`src/rtl/core/ism_pkg.sv`:
```
`timescale 1ns / 1ps
// ----------------------------------------------------------------------------
// ism_pkg
// Shared types and constants of the integer stack machine.
// ----------------------------------------------------------------------------
package ism_pkg;

   localparam int DEPTH      = 32;
   localparam int SLOT_W     = $clog2(DEPTH);
   localparam int COUNT_W    = $clog2(DEPTH + 1);
   localparam int DATA_W     = 32;
   localparam int CMD_W      = 3;
   localparam int STATUS_W   = 3;
   localparam int CHAR_W     = 7;
   localparam int RSP_DATA_W = 16;

   localparam logic [CHAR_W-1:0] NEWLINE_CHAR = CHAR_W'(10);

   typedef enum logic [CMD_W-1:0] {
      CMD_PUSH  = 3'd0,
      CMD_MUL   = 3'd1,
      CMD_PCHAR = 3'd2,
      CMD_PSTR  = 3'd3,
      CMD_ROTL  = 3'd4
   } cmd_type;

   typedef enum logic [STATUS_W-1:0] {
      ST_OK    = 3'd0,
      ST_EMPTY = 3'd1,
      ST_SHORT = 3'd2,
      ST_RANGE = 3'd3,
      ST_FULL  = 3'd4
   } status_type;

   typedef enum logic [1:0] {
      OFF_COUNT,
      OFF_TOP,
      OFF_SECOND,
      OFF_IDX
   } off_type;

   typedef enum logic [1:0] {
      EMIT_REPORT,
      EMIT_CHAR,
      EMIT_NEWLINE
   } emit_type;

   typedef enum logic [3:0] {
      S_IDLE,
      S_DECODE,
      S_MUL_READ2,
      S_MUL_WRITE,
      S_PCHAR_CHECK,
      S_PSTR_READ,
      S_PSTR_CHECK,
      S_CHAR_EMIT,
      S_NEWLINE,
      S_ROTL_WRITE,
      S_REPORT
   } state_type;

   typedef struct packed {
      logic       load;
      logic       fail;
      status_type fail_status;
      off_type    off;
      logic       rd_en;
      logic       latch_op;
      logic       push_wr;
      logic       mul_wr;
      logic       rotl_wr;
      logic       take_char;
      logic       idx_dec;
      logic       emit;
      emit_type   emit_kind;
   } ctl_cmd_type;

   typedef struct packed {
      cmd_type            command;
      logic [COUNT_W-1:0] count;
      logic               full;
      logic               lt2;
      logic               empty;
      logic               idx_zero;
      logic               over_range;
      logic               stop_char;
      logic               out_free;
   } dp_status_type;

endpackage

```
`src/rtl/core/ism_ram.sv`:
```
`timescale 1ns / 1ps
// ----------------------------------------------------------------------------
// ism_ram
// Generic simple dual-port RAM, one write and one registered read port.
// ----------------------------------------------------------------------------
module ism_ram #(
   parameter int WIDTH = 32,
   parameter int DEPTH = 32
) (
   input  logic                     clock,
   input  logic                     wr_en,
   input  logic [$clog2(DEPTH)-1:0] wr_addr,
   input  logic [WIDTH-1:0]         wr_data,
   input  logic                     rd_en,
   input  logic [$clog2(DEPTH)-1:0] rd_addr,
   output logic [WIDTH-1:0]         rd_data
);

   logic [WIDTH-1:0] mem_ff [DEPTH];
   logic [WIDTH-1:0] rd_data_ff;

   always_ff @(posedge clock) begin
      if (wr_en) begin
         mem_ff[wr_addr] <= wr_data;
      end
      if (rd_en) begin
         rd_data_ff <= mem_ff[rd_addr];
      end
   end

   assign rd_data = rd_data_ff;

endmodule

```
`src/rtl/core/ism_ctrl.sv`:
```
`timescale 1ns / 1ps
// ----------------------------------------------------------------------------
// ism_ctrl
// Command sequencer: steps each command through reads, writes and beats.
// ----------------------------------------------------------------------------
module ism_ctrl (
   input  logic                   clock,
   input  logic                   reset,
   input  logic                   req_tvalid,
   output logic                   req_tready,
   input  ism_pkg::dp_status_type dp_status,
   output ism_pkg::ctl_cmd_type   ctl_cmd
);

   ism_pkg::state_type state_ff;
   ism_pkg::state_type state_in;

   always_ff @(posedge clock) begin
      if (reset) begin
         state_ff <= ism_pkg::S_IDLE;
      end else begin
         state_ff <= state_in;
      end
   end

   // next state
   always_comb begin
      state_in = state_ff;
      case (state_ff)
         ism_pkg::S_IDLE: begin
            if (req_tvalid) state_in = ism_pkg::S_DECODE;
         end
         ism_pkg::S_DECODE: begin
            case (dp_status.command)
               ism_pkg::CMD_MUL:
                  state_in = dp_status.lt2 ? ism_pkg::S_REPORT : ism_pkg::S_MUL_READ2;
               ism_pkg::CMD_PCHAR:
                  state_in = dp_status.empty ? ism_pkg::S_REPORT : ism_pkg::S_PCHAR_CHECK;
               ism_pkg::CMD_PSTR:
                  state_in = ism_pkg::S_PSTR_READ;
               ism_pkg::CMD_ROTL:
                  state_in = dp_status.lt2 ? ism_pkg::S_REPORT : ism_pkg::S_ROTL_WRITE;
               default:
                  state_in = ism_pkg::S_REPORT;
            endcase
         end
         ism_pkg::S_MUL_READ2:   state_in = ism_pkg::S_MUL_WRITE;
         ism_pkg::S_MUL_WRITE:   state_in = ism_pkg::S_REPORT;
         ism_pkg::S_ROTL_WRITE:  state_in = ism_pkg::S_REPORT;
         ism_pkg::S_PCHAR_CHECK: begin
            state_in = dp_status.over_range ? ism_pkg::S_REPORT : ism_pkg::S_CHAR_EMIT;
         end
         ism_pkg::S_PSTR_READ: begin
            state_in = dp_status.idx_zero ? ism_pkg::S_NEWLINE : ism_pkg::S_PSTR_CHECK;
         end
         ism_pkg::S_PSTR_CHECK: begin
            state_in = dp_status.stop_char ? ism_pkg::S_NEWLINE : ism_pkg::S_CHAR_EMIT;
         end
         ism_pkg::S_CHAR_EMIT: begin
            if (dp_status.out_free) begin
               state_in = (dp_status.command == ism_pkg::CMD_PSTR) ?
                          ism_pkg::S_PSTR_READ : ism_pkg::S_NEWLINE;
            end
         end
         ism_pkg::S_NEWLINE,
         ism_pkg::S_REPORT: begin
            if (dp_status.out_free) state_in = ism_pkg::S_IDLE;
         end
         default: state_in = ism_pkg::S_IDLE;
      endcase
   end

   // outputs
   always_comb begin
      ctl_cmd             = '0;
      ctl_cmd.fail_status = ism_pkg::ST_OK;
      ctl_cmd.off         = ism_pkg::OFF_COUNT;
      ctl_cmd.emit_kind   = ism_pkg::EMIT_REPORT;
      req_tready          = 1'b0;
      case (state_ff)
         ism_pkg::S_IDLE: begin
            req_tready   = 1'b1;
            ctl_cmd.load = req_tvalid;
         end
         ism_pkg::S_DECODE: begin
            case (dp_status.command)
               ism_pkg::CMD_PUSH: begin
                  if (dp_status.full) begin
                     ctl_cmd.fail        = 1'b1;
                     ctl_cmd.fail_status = ism_pkg::ST_FULL;
                  end else begin
                     ctl_cmd.push_wr = 1'b1;
                     ctl_cmd.off     = ism_pkg::OFF_COUNT;
                  end
               end
               ism_pkg::CMD_MUL: begin
                  if (dp_status.lt2) begin
                     ctl_cmd.fail        = 1'b1;
                     ctl_cmd.fail_status = ism_pkg::ST_SHORT;
                  end else begin
                     ctl_cmd.rd_en = 1'b1;
                     ctl_cmd.off   = ism_pkg::OFF_TOP;
                  end
               end
               ism_pkg::CMD_PCHAR: begin
                  if (dp_status.empty) begin
                     ctl_cmd.fail        = 1'b1;
                     ctl_cmd.fail_status = ism_pkg::ST_EMPTY;
                  end else begin
                     ctl_cmd.rd_en = 1'b1;
                     ctl_cmd.off   = ism_pkg::OFF_TOP;
                  end
               end
               ism_pkg::CMD_ROTL: begin
                  ctl_cmd.rd_en = !dp_status.lt2;
                  ctl_cmd.off   = ism_pkg::OFF_TOP;
               end
               default: begin
               end
            endcase
         end
         ism_pkg::S_MUL_READ2: begin
            ctl_cmd.latch_op = 1'b1;
            ctl_cmd.rd_en    = 1'b1;
            ctl_cmd.off      = ism_pkg::OFF_SECOND;
         end
         ism_pkg::S_MUL_WRITE: begin
            ctl_cmd.mul_wr = 1'b1;
            ctl_cmd.off    = ism_pkg::OFF_SECOND;
         end
         ism_pkg::S_ROTL_WRITE: begin
            ctl_cmd.rotl_wr = 1'b1;
         end
         ism_pkg::S_PCHAR_CHECK: begin
            if (dp_status.over_range) begin
               ctl_cmd.fail        = 1'b1;
               ctl_cmd.fail_status = ism_pkg::ST_RANGE;
            end else begin
               ctl_cmd.take_char = 1'b1;
            end
         end
         ism_pkg::S_PSTR_READ: begin
            ctl_cmd.rd_en = !dp_status.idx_zero;
            ctl_cmd.off   = ism_pkg::OFF_IDX;
         end
         ism_pkg::S_PSTR_CHECK: begin
            ctl_cmd.take_char = !dp_status.stop_char;
            ctl_cmd.idx_dec   = !dp_status.stop_char;
         end
         ism_pkg::S_CHAR_EMIT: begin
            ctl_cmd.emit      = dp_status.out_free;
            ctl_cmd.emit_kind = ism_pkg::EMIT_CHAR;
         end
         ism_pkg::S_NEWLINE: begin
            ctl_cmd.emit      = dp_status.out_free;
            ctl_cmd.emit_kind = ism_pkg::EMIT_NEWLINE;
         end
         ism_pkg::S_REPORT: begin
            ctl_cmd.emit      = dp_status.out_free;
            ctl_cmd.emit_kind = ism_pkg::EMIT_REPORT;
         end
         default: begin
         end
      endcase
   end

endmodule

```
`src/rtl/core/ism_datapath.sv`:
```
`timescale 1ns / 1ps
// ----------------------------------------------------------------------------
// ism_datapath
// Stack store, pointers, multiplier and the result register.
// ----------------------------------------------------------------------------
module ism_datapath (
   input  logic                             clock,
   input  logic                             reset,
   input  logic [ism_pkg::CMD_W-1:0]        req_tuser,
   input  logic [ism_pkg::DATA_W-1:0]       req_tdata,
   input  ism_pkg::ctl_cmd_type             ctl_cmd,
   output ism_pkg::dp_status_type           dp_status,
   output logic                             rsp_tvalid,
   input  logic                             rsp_tready,
   output logic [ism_pkg::RSP_DATA_W-1:0]   rsp_tdata,
   output logic                             rsp_tlast
);

   function automatic logic [ism_pkg::SLOT_W-1:0] slot_of(
      input logic [ism_pkg::SLOT_W-1:0]  bottom,
      input logic [ism_pkg::COUNT_W-1:0] k
   );
      logic [ism_pkg::COUNT_W:0] sum;
      sum = (ism_pkg::COUNT_W + 1)'(bottom) + (ism_pkg::COUNT_W + 1)'(k);
      if (sum >= (ism_pkg::COUNT_W + 1)'(ism_pkg::DEPTH)) begin
         sum = sum - (ism_pkg::COUNT_W + 1)'(ism_pkg::DEPTH);
      end
      return sum[ism_pkg::SLOT_W-1:0];
   endfunction

   ism_pkg::cmd_type              cmd_ff, cmd_in;
   logic [ism_pkg::DATA_W-1:0]    val_ff, val_in;
   logic [ism_pkg::DATA_W-1:0]    op_ff, op_in;
   logic [ism_pkg::COUNT_W-1:0]   count_ff, count_in;
   logic [ism_pkg::COUNT_W-1:0]   idx_ff, idx_in;
   logic [ism_pkg::SLOT_W-1:0]    bottom_ff, bottom_in;
   ism_pkg::status_type           st_ff, st_in;
   logic [ism_pkg::CHAR_W-1:0]    char_ff, char_in;
   logic                          rsp_valid_ff, rsp_valid_in;
   ism_pkg::status_type           rsp_st_ff, rsp_st_in;
   logic [ism_pkg::CHAR_W-1:0]    rsp_char_ff, rsp_char_in;
   logic                          rsp_cv_ff, rsp_cv_in;
   logic                          rsp_last_ff, rsp_last_in;

   logic [ism_pkg::COUNT_W-1:0]   offset;
   logic [ism_pkg::SLOT_W-1:0]    addr;
   logic [ism_pkg::SLOT_W-1:0]    bottom_dec;
   logic [ism_pkg::DATA_W-1:0]    rd_data;
   logic [ism_pkg::DATA_W-1:0]    product;
   logic                          wr_en;
   logic [ism_pkg::SLOT_W-1:0]    wr_addr;
   logic [ism_pkg::DATA_W-1:0]    wr_data;
   logic                          out_free;

   always_comb begin
      case (ctl_cmd.off)
         ism_pkg::OFF_TOP:    offset = count_ff - ism_pkg::COUNT_W'(1);
         ism_pkg::OFF_SECOND: offset = count_ff - ism_pkg::COUNT_W'(2);
         ism_pkg::OFF_IDX:    offset = idx_ff - ism_pkg::COUNT_W'(1);
         default:             offset = count_ff;
      endcase
   end

   assign addr       = slot_of(bottom_ff, offset);
   assign bottom_dec = (bottom_ff == '0) ? ism_pkg::SLOT_W'(ism_pkg::DEPTH - 1)
                                         : bottom_ff - ism_pkg::SLOT_W'(1);
   assign product    = op_ff * rd_data;
   assign wr_en      = ctl_cmd.push_wr || ctl_cmd.mul_wr || ctl_cmd.rotl_wr;
   assign wr_addr    = ctl_cmd.rotl_wr ? bottom_dec : addr;

   always_comb begin
      if (ctl_cmd.push_wr)     wr_data = val_ff;
      else if (ctl_cmd.mul_wr) wr_data = product;
      else                     wr_data = rd_data;
   end

   ism_ram #(
      .WIDTH (ism_pkg::DATA_W),
      .DEPTH (ism_pkg::DEPTH)
   ) u_stack_ram (
      .clock   (clock),
      .wr_en   (wr_en),
      .wr_addr (wr_addr),
      .wr_data (wr_data),
      .rd_en   (ctl_cmd.rd_en),
      .rd_addr (addr),
      .rd_data (rd_data)
   );

   assign out_free = !rsp_valid_ff || rsp_tready;

   always_comb begin
      cmd_in    = cmd_ff;
      val_in    = val_ff;
      op_in     = op_ff;
      count_in  = count_ff;
      idx_in    = idx_ff;
      bottom_in = bottom_ff;
      st_in     = st_ff;
      char_in   = char_ff;
      if (ctl_cmd.load) begin
         cmd_in = ism_pkg::cmd_type'(req_tuser);
         val_in = req_tdata;
         idx_in = count_ff;
         st_in  = ism_pkg::ST_OK;
      end
      if (ctl_cmd.fail) begin
         count_in  = '0;
         bottom_in = '0;
         st_in     = ctl_cmd.fail_status;
      end
      if (ctl_cmd.push_wr)   count_in  = count_ff + ism_pkg::COUNT_W'(1);
      if (ctl_cmd.mul_wr)    count_in  = count_ff - ism_pkg::COUNT_W'(1);
      if (ctl_cmd.rotl_wr)   bottom_in = bottom_dec;
      if (ctl_cmd.latch_op)  op_in     = rd_data;
      if (ctl_cmd.take_char) char_in   = rd_data[ism_pkg::CHAR_W-1:0];
      if (ctl_cmd.idx_dec)   idx_in    = idx_ff - ism_pkg::COUNT_W'(1);
   end

   always_comb begin
      rsp_valid_in = rsp_valid_ff;
      rsp_st_in    = rsp_st_ff;
      rsp_char_in  = rsp_char_ff;
      rsp_cv_in    = rsp_cv_ff;
      rsp_last_in  = rsp_last_ff;
      if (ctl_cmd.emit) begin
         rsp_valid_in = 1'b1;
         case (ctl_cmd.emit_kind)
            ism_pkg::EMIT_CHAR: begin
               rsp_st_in   = ism_pkg::ST_OK;
               rsp_char_in = char_ff;
               rsp_cv_in   = 1'b1;
               rsp_last_in = 1'b0;
            end
            ism_pkg::EMIT_NEWLINE: begin
               rsp_st_in   = ism_pkg::ST_OK;
               rsp_char_in = ism_pkg::NEWLINE_CHAR;
               rsp_cv_in   = 1'b1;
               rsp_last_in = 1'b1;
            end
            default: begin
               rsp_st_in   = st_ff;
               rsp_char_in = '0;
               rsp_cv_in   = 1'b0;
               rsp_last_in = 1'b1;
            end
         endcase
      end else if (rsp_tready) begin
         rsp_valid_in = 1'b0;
      end
   end

   always_ff @(posedge clock) begin
      if (reset) begin
         count_ff     <= '0;
         bottom_ff    <= '0;
         rsp_valid_ff <= 1'b0;
      end else begin
         count_ff     <= count_in;
         bottom_ff    <= bottom_in;
         rsp_valid_ff <= rsp_valid_in;
      end
   end

   always_ff @(posedge clock) begin
      cmd_ff      <= cmd_in;
      val_ff      <= val_in;
      op_ff       <= op_in;
      idx_ff      <= idx_in;
      st_ff       <= st_in;
      char_ff     <= char_in;
      rsp_st_ff   <= rsp_st_in;
      rsp_char_ff <= rsp_char_in;
      rsp_cv_ff   <= rsp_cv_in;
      rsp_last_ff <= rsp_last_in;
   end

   assign dp_status.command    = cmd_ff;
   assign dp_status.count      = count_ff;
   assign dp_status.full       = (count_ff == ism_pkg::COUNT_W'(ism_pkg::DEPTH));
   assign dp_status.lt2        = (count_ff < ism_pkg::COUNT_W'(2));
   assign dp_status.empty      = (count_ff == '0);
   assign dp_status.idx_zero   = (idx_ff == '0);
   assign dp_status.over_range = (rd_data[ism_pkg::DATA_W-1:ism_pkg::CHAR_W] != '0);
   assign dp_status.stop_char  = (rd_data == '0) ||
                                 (rd_data[ism_pkg::DATA_W-1:ism_pkg::CHAR_W] != '0);
   assign dp_status.out_free   = out_free;

   assign rsp_tvalid = rsp_valid_ff;
   assign rsp_tlast  = rsp_last_ff;
   assign rsp_tdata  = {(ism_pkg::RSP_DATA_W - ism_pkg::STATUS_W - ism_pkg::CHAR_W - 1)'(0),
                        rsp_cv_ff, rsp_char_ff, rsp_st_ff};

endmodule

```
`src/rtl/core/integer_stack_machine.sv`:
```
`timescale 1ns / 1ps
// ----------------------------------------------------------------------------
// integer_stack_machine
// Stack machine on a bounded circular stack of signed 32-bit integers.
// ----------------------------------------------------------------------------
// Usage:
//  req_ channel: one beat per command; tuser carries the command code, tdata
//  the push value. rsp_ channel: one or more beats per command, tlast on the
//  final one; tdata carries status, character and its valid flag.
//  Commands run one at a time through a single stack RAM (one write and one
//  registered read port). mul makes two reads, then a multiply-and-write;
//  pstr prints one character per entry, ending at a zero or out-of-range entry.
//  req_tready is high only while no command is in progress; a result beat
//  sits in an output register, so the next command is taken while it waits.
//  A stalled receiver holds the current command at its next beat.
//  Errors return their status and empty the stack. Reset empties the stack
//  and drops any pending beat; no clearing pass is needed.
// ----------------------------------------------------------------------------
module integer_stack_machine (
   input  logic                           clock,
   input  logic                           reset,
   input  logic                           req_tvalid,
   output logic                           req_tready,
   input  logic [ism_pkg::DATA_W-1:0]     req_tdata,   // [31:0] push_value
   input  logic [ism_pkg::CMD_W-1:0]      req_tuser,   // [2:0] command
   output logic                           rsp_tvalid,
   input  logic                           rsp_tready,
   output logic [ism_pkg::RSP_DATA_W-1:0] rsp_tdata,   // [2:0] status, [9:3] character,
                                                       // [10] char_valid
   output logic                           rsp_tlast
);

   ism_pkg::ctl_cmd_type   ctl_cmd;
   ism_pkg::dp_status_type dp_status;

   ism_ctrl u_ctrl (
      .clock      (clock),
      .reset      (reset),
      .req_tvalid (req_tvalid),
      .req_tready (req_tready),
      .dp_status  (dp_status),
      .ctl_cmd    (ctl_cmd)
   );

   ism_datapath u_datapath (
      .clock      (clock),
      .reset      (reset),
      .req_tuser  (req_tuser),
      .req_tdata  (req_tdata),
      .ctl_cmd    (ctl_cmd),
      .dp_status  (dp_status),
      .rsp_tvalid (rsp_tvalid),
      .rsp_tready (rsp_tready),
      .rsp_tdata  (rsp_tdata),
      .rsp_tlast  (rsp_tlast)
   );

   a_count_bound: assert property (@(posedge clock) disable iff (reset)
      dp_status.count <= ism_pkg::COUNT_W'(ism_pkg::DEPTH))
      else $error("stack count beyond depth");

   a_emit_free: assert property (@(posedge clock) disable iff (reset)
      ctl_cmd.emit |-> dp_status.out_free)
      else $error("beat written over a pending result");

   a_fail_clears: assert property (@(posedge clock) disable iff (reset)
      ctl_cmd.fail |=> dp_status.count == '0)
      else $error("error did not empty the stack");

   a_busy_after_accept: assert property (@(posedge clock) disable iff (reset)
      (req_tvalid && req_tready) |=> !req_tready)
      else $error("second command taken while busy");

endmodule

```
`config.mk`:
```
export PLATFORM = sky130hd
export DESIGN_NAME = integer_stack_machine
export DESIGN_NICKNAME = d
export VERILOG_FILES = /design/src/rtl/core/ism_pkg.sv /design/src/rtl/core/ism_ram.sv /design/src/rtl/core/ism_ctrl.sv /design/src/rtl/core/ism_datapath.sv /design/src/rtl/core/integer_stack_machine.sv
export SDC_FILE = /design/constraint.sdc
export NUM_CORES = 2
export LEC_CHECK = 0
export BUFFER_PORTS_ARGS = -buffer_cell sky130_fd_sc_hd__buf_2
export CAP_MARGIN = 20
export CORE_MARGIN = 2
export CORE_UTILIZATION = 45
export CTS_CLUSTER_SIZE = 16
export DETAILED_ROUTE_END_ITERATION = 6
export SYNTH_ARGS = -nofsm -noshare
export SYNTH_HDL_FRONTEND = slang
export SYNTH_SLANG_ARGS = --single-unit
export TNS_END_PERCENT = 30
```
`constraint.sdc`:
```
create_clock -name clock -period 11.7 [get_ports clock]
set_input_delay 0.585 -clock clock [delete_from_list [all_inputs] [get_ports clock]]
set_output_delay 0.585 -clock clock [all_outputs]
set_load 0.02 [all_outputs]
```
# Yosys cells after proc, flatten, opt, wreduce, memory -nomap -nowiden
# Memories as Yosys holds them, arrays and structs flattened. A register that Yosys moved wholly into a read port is not among the register bits.
# Cells that the tools add are included.
[totals] reg_bits=111 latch_bits=0 ram_bits=1024 romBits=0 in_bits=39 out_inout_bits=19 elab_cells=131 mem_count=1
[op_classes] add_sub_neg=7 mul=1 n_div=0 order_cmp=2 n_eq_ne=23 shift=0 muxes=58 bitwise=0 n_reduce_logical=25
[memory_table] memory="u_datapath.u_stack_ram.mem_ff" words=32 width=32 read_ports=1 rd_clocked_by_memory_dff=1 write_ports=1 line="ism_ram.sv:19" text="logic [WIDTH-1:0] mem_ff [DEPTH];"
[op_table] cell="2-to-1 mux 32 bit" n=2
[op_table] cell="2-to-1 mux 4 bit" n=13
[op_table] cell="case mux 4 bit (9 select lines)" n=1
[op_table] cell="logical NOT 32 bit" n=1
[op_table] cell="multiplier 32 x 32 -> 32 bit" n=1
[op_table] cell="2-to-1 mux 6 bit" n=5
[op_table] cell="2-to-1 mux 5 bit" n=5
[op_table] cell="nonzero test 25 bit" n=1
[op_table] cell="case mux 6 bit (3 select lines)" n=1
[op_table] cell="== test 4 x 3 -> 1 bit (second input constant)" n=4
[op_table] cell="2-to-1 mux 1 bit" n=16
[op_table] cell="case mux 4 bit (4 select lines)" n=1
[op_table] cell="case mux 7 bit (2 select lines)" n=1
[op_table] cell="== test 4 bit (second input constant)" n=3
[op_table] cell="logical NOT 6 bit" n=2
[op_table] cell="case mux 4 bit (3 select lines)" n=1
[op_table] cell="subtractor 6 x 1 -> 6 bit (second input constant)" n=2
[op_table] cell="subtractor 5 x 1 -> 5 bit (second input constant)" n=2
[op_table] cell="case mux 1 bit (3 select lines)" n=3
[op_table] cell="case mux 3 bit (3 select lines)" n=1
[op_table] cell="== test 4 x 2 -> 1 bit (second input constant)" n=2
[op_table] cell="case mux 4 bit (2 select lines)" n=1
[op_table] cell="nonzero test 2 bit" n=4
[op_table] cell="OR reduction 2 bit" n=4
[op_table] cell="other kinds (25)" n=39

# Logic depth before layout (Yosys ltp)
[logic_depth] depth_word=10 ltp_mapped=28 mapped_depth_nobuf=25

# By module
# A second synthesis with hierarchy kept.
[hier_totals] hier_cells=4521 hier_area_um2=62192.1
[modules_own_cells] mod="ism_ram" instances=1 cells_each=2260 area_each_um2=40811.6 seq_area_each_um2=31710.4
[modules_own_cells] mod="ism_datapath" instances=1 cells_each=2153 area_each_um2=20688.6 seq_area_each_um2=3093.0
[modules_own_cells] mod="ism_ctrl" instances=1 cells_each=108 area_each_um2=691.9 seq_area_each_um2=80.1

# Worst setup path before layout
# Ideal clock, no wire load.
[synth_path] kind="register to register" start="reg u_datapath.u_stack_ram.rd_data_ff[5] (netlist: u_datapath.u_stack_ram.rd_data[5]), read port of u_datapath.u_stack_ram.mem_ff" end="mem u_datapath.u_stack_ram.mem_ff[0][30] (data pin)" setup_time_ns=0.474 arrival_ns=8.021 t_required_ns=11.226 setup_slack_ns=3.205 stages_incl_launch_ff=26 path_buffers=3 synth_period_minus_slack_ns=8.495 cell_sequence="edfxtp_1 clkbuf_1 clkbuf_1 and2_1 fa_1 fa_1 fa_1 inv_1 fa_1 inv_1 fa_1 inv_1 fa_1 inv_1 fa_1 fa_1 ha_1 clkbuf_1 a21o_1 a21oi_1 o21ai_1 a41oi_1 o211ai_1 a311oi_1 nor3b_1 o311ai_1"
[synth_via] elab_chain_cells=3
[synth_rtl] element="start, declared" line="ism_ram.sv:20" text="logic [WIDTH-1:0] rd_data_ff;"
[synth_rtl] element="multiplier 32 x 32 -> 32 bit" line="ism_datapath.sv:67" text="assign product = op_ff * rd_data;"
[synth_rtl] element="2-to-1 mux 32 bit" line="ism_datapath.sv:73" text="else if (ctl_cmd.mul_wr) wr_data = product;"
[synth_rtl] element="2-to-1 mux 32 bit" line="ism_datapath.sv:72" text="if (ctl_cmd.push_wr) wr_data = val_ff;"
[synth_rtl] element="net u_datapath.u_stack_ram.wr_data[30]" line="ism_ram.sv:13" text="input logic [WIDTH-1:0] wr_data,"
[synth_rtl] element="end, declared" line="ism_ram.sv:19"
# The timed path passes the listed nets, and every way through them passes these cells.

# Worst setup path in the final report
[layout_path] start="reg u_datapath.op_ff[9] (netlist bit)" end="mem u_datapath.u_stack_ram.mem_ff[7][31] (data pin)"
[layout_via] elab_chain_cells=3
[layout_rtl] element="start, declared" line="ism_datapath.sv:33" text="logic [ism_pkg::DATA_W-1:0] op_ff, op_in;"
[layout_rtl] element="start signal, assigned" line="ism_datapath.sv:168" text="op_ff <= op_in;"
[layout_rtl] element="multiplier 32 x 32 -> 32 bit" line="ism_datapath.sv:67"
[layout_rtl] element="2-to-1 mux 32 bit" line="ism_datapath.sv:73"
[layout_rtl] element="2-to-1 mux 32 bit" line="ism_datapath.sv:72"
[layout_rtl] element="net u_datapath.u_stack_ram.wr_data[31]" line="ism_ram.sv:13"
# The timed path passes the listed nets, and every way through them passes these cells.

==> flow_summary_export.csv <==
group,metric,value,unit
synthesis,synth_xor_area_share,1.376,%
routing,avgRoutedWirePerCell,28.23,um
cts,cts_tree,"done",
worst_setup_path,slowest_stage,"edfxtp_1",
synthesis,ys_seq_area_share,57.17,%
cts,cts.path.max_buffers,3,
synthesis,synth_compound_area_share,2.379,%
worst_setup_path,cp-end-kind,"flip-flop",
sta,max_freq,113.6,MHz
die,io_pins,58,
sta,skew,0.04653,ns
cts,h-tree-depth,3,
synthesis,netlist_area,61020,um^2
die,dieArea,138600,um^2
place,dp_hpwl,99090,um
synthesis,synth-async-reset-ratio,0,%
synthesis,synthMuxAreaShare,12.49,%
worst_setup_path,regToRegSetupSlack,2.90,ns
routing,via_per_inst,5.725,
cts,clk_pin_slew,0.06,ns
sta,period_minus_slack,8.801,ns
cts,cts_resized,0,
cts,clk-insertion-delay-late,0.77,ns
die,die_w,372.2,um
sta,setup_violations,0,
worst_setup_path,worstSetupEndpoint,"u_datapath.u_stack_ram.mem_ff[7][31]",
synthesis,synth_top_area_share,56.64,%
synthesis,ys_ff_latch,1167,
sta,max-slew-margin-rel,24.31,%
synthesis,synth_area_per_cell,16.12,um^2
worst_setup_path,cpPeakStageDelay,0.95,ns
worst_setup_path,crit_fanout,27,
routing,drt-pass1-iter-count,6,
cells_and_area,area_delta_synth_final,11.74,%
routing,antenna_left,0,
worst_setup_path,path_buf_inv,6,
cts,cts_root_buf,"clkbuf_16",
die,row_count,135,
worst_setup_path,reg2reg_depth,25,
routing,drtIter0Drc,2920,
grt,grt_max_degree,122,
place,gp_congestion,0.8970,
synthesis,yosysMostFrequentCell,"edfxtp_1",
routing,num_vias,33130,
min_path,hold_class,"in2reg",
worst_setup_path,reg2reg_to,"u_datapath.u_stack_ram.mem_ff[7][31]",
sta,rsz0062_at_grt,"no",
synthesis,synth_cell_types,73,
die,start_util,45.21,%
grt,grt_remaining_overflow,0,
die,dieHeight,372.2,um
grt,grt_pass1_vias,34890,
cts,cts_made_buffers,119,
synthesis,synth_top_family_by_area,"adder cells",
worst_setup_path,crit_family,"adder cells",
die,coreArea,135000,um^2
synthesis,yosysWarnings,0,
worst_setup_path,start_kind,"flip-flop",
sta,hold_viol_final,0,
sta,finalCritPeriodShare,75.22,%
sta,fin_tns_setup,0,ns
run,max_cap_viol_count,0,
worst_setup_path,crit_type,"reg2reg",
worst_setup_path,cp_data_required_time,12.28,ns
sta,final_max_slew_viol_count,0,
cts,cts_sinks,1167,
worst_setup_path,crit_top_cell,"fa_1",
cells_and_area,final_layout_size_suffix_gt1_share,18.08,%
routing,drc,0,
sta,worst-slew-pin-transition,1.135,ns
synthesis,synth_cells,3785,
worst_setup_path,r2r-start,"u_datapath.op_ff[9]",
worst_setup_path,crit_cells,25,
synthesis,synth_area_leaders,"edfxtp_1 (57%), fa_1 (13%), mux4_2 (12%)",
place,port_buffers,52,
grt,antenna_found_initial,1,
status,outcome,"completed",
synthesis,synth_common_cells,"edfxtp_1 (1151), fa_1 (409), inv_1 (397), and2_1 (321), mux4_2 (320)",
grt,grt_use_total,24.18,%
synthesis,synth_area_leader_cell,"edfxtp_1",
grt,grt_pass1_wl,240900,um
cells_and_area,fillers,11114,
synthesis,synth-simple-area-share,6.662,%
cells_and_area,fin_nets,4489,
synthesis,synth_fa_ha_area_share,16.17,%
routing,wl,163400,um
synthesis,synth_edf_count,1151,
worst_setup_path,arrival,9.38,ns
synthesis,synth_ff_type,"edfxtp_1",
worst_setup_path,crit_start,"u_datapath.op_ff[9]",
[layout make-up]
class	instances	area [um^2]	area share, %
Antenna cell	1	2.502	0.003670
Clock buffer	150	3115	4.570
Clock inverter	69	606.8	0.8901
Inverter	397	1490	2.186
Multi-Input combinational cell	2025	24290	35.62
Sequential cell	1167	34880	51.17
Tap cell	1781	2228	3.268
Timing Repair Buffer	197	1564	2.294
[through the flow]
step / area, um^2 / cells / utilization, % / setup slack [ns] / hold slack (ns)
after floorplan: 61030 / 3789 / - / 3.205 / 0.4244
after global placement: 63950 / 5523 / 47.38 / 2.667 / 0.4863
after detailed placement: 63980 / 5525 / 47.40 / 2.428 / 0.5038
after CTS: 68030 / 5777 / 50.41 / 2.386 / 0.0004698
after global routing: 68180 / 5786 / 50.52 / 2.408 / 0.02758
final: 68180 / 5787 / 50.52 / 2.899 / 0.04760
[cell usage in the layout, fill, tap and decap left out, drive strengths merged, types with 33 or more instances in the layout]
| cell | n |
|---|---|
| a21oi | 48 |
| mux4 | 320 |
| xnor2 | 64 |
| inv | 400 |
| fa | 409 |
| buf | 164 |
| dlygate4sd3 | 33 |
| edfxtp | 1151 |
| o21ai | 57 |
| clkinv | 53 |
| ha | 134 |
| and2 | 321 |
| clkbuf | 150 |
| nand2 | 275 |
| nor2 | 110 |
| mux2 | 35 |
[cells by family after synthesis]
family	Yosys count
AOI/OAI and AO/OA	222
xor gates and xnor gates	95
adders and majority gates	543
buffers and inverters	597
DFF	1167
muxes	357
other	1
and+or+nand+nor	803
[timing repair]
action / CTS / global route
hold endpoints to repair: 33 / 0
buffers inserted: 0 / 0
hold buffers: 33 / 0
[flip-flops by register name, indices dropped and copies added, names as in the netlist, 3 cells and up]
name                            flops
u_datapath.rsp_char_ff              7
u_datapath.idx_ff                   6
u_datapath.cmd_ff                   3
u_datapath.bottom_ff                5
u_datapath.u_stack_ram.mem_ff    1024
u_ctrl.state_ff                     4
u_datapath.u_stack_ram.rd_data     32
u_datapath.char_ff                  7
u_datapath.count_ff                 6
u_datapath.op_ff                   32
u_datapath.st_ff                    3
u_datapath.rsp_st_ff                3
u_datapath.val_ff                  32
[worst reg2reg max path: stages (launching register included)]
cell	delay, ns
edfxtp_1	0.95
nand2_1	0.21
fa_1	0.48
inv_1	0.08
fa_1	0.43
fa_1	0.53
inv_1	0.05
fa_1	0.47
inv_1	0.05
fa_1	0.51
inv_1	0.06
fa_1	0.54
inv_1	0.06
fa_1	0.39
fa_1	0.48
ha_1	0.40
a21oi_1	0.33
o211ai_1	0.18
a211oi_1	0.33
o2bb2ai_1	0.19
nor4_1	0.66
nor4_1	0.13
a2111oi_1	0.45
xnor2_1	0.13
o21ai_2	0.31
buf_8	0.23
[worst min-delay path by stage]
stage,depth (start not counted),slack (ns),start,to
4_1_cts,1,0.0005,req_tdata[29],u_datapath.val_ff[29]
2_1_floorplan,0,0.42,u_datapath.u_stack_ram.rd_data[15],u_datapath.op_ff[15]
3_5_place_dp,2,0.50,u_datapath.bottom_ff[4],u_datapath.bottom_ff[4]
6_report,1,0.05,req_tdata[29],u_datapath.val_ff[29]
5_1_grt,1,0.03,req_tdata[29],u_datapath.val_ff[29]
3_3_place_gp,2,0.49,u_datapath.bottom_ff[4],u_datapath.bottom_ff[4]
[per-layer routing]
metal  global-route usage, %  share of wire, %  up-vias
met1                   33.40                42    17867
met3                   3.055               6.0      238
met5                       0                 0        -
met2                   40.45                50     1145
li1                        -                 -    13880
met4                   6.948               2.6        0
Power is left out: the tool's default activity adds up to more than one toggle a clock period on the data nets, which glitch-free logic cannot reach.
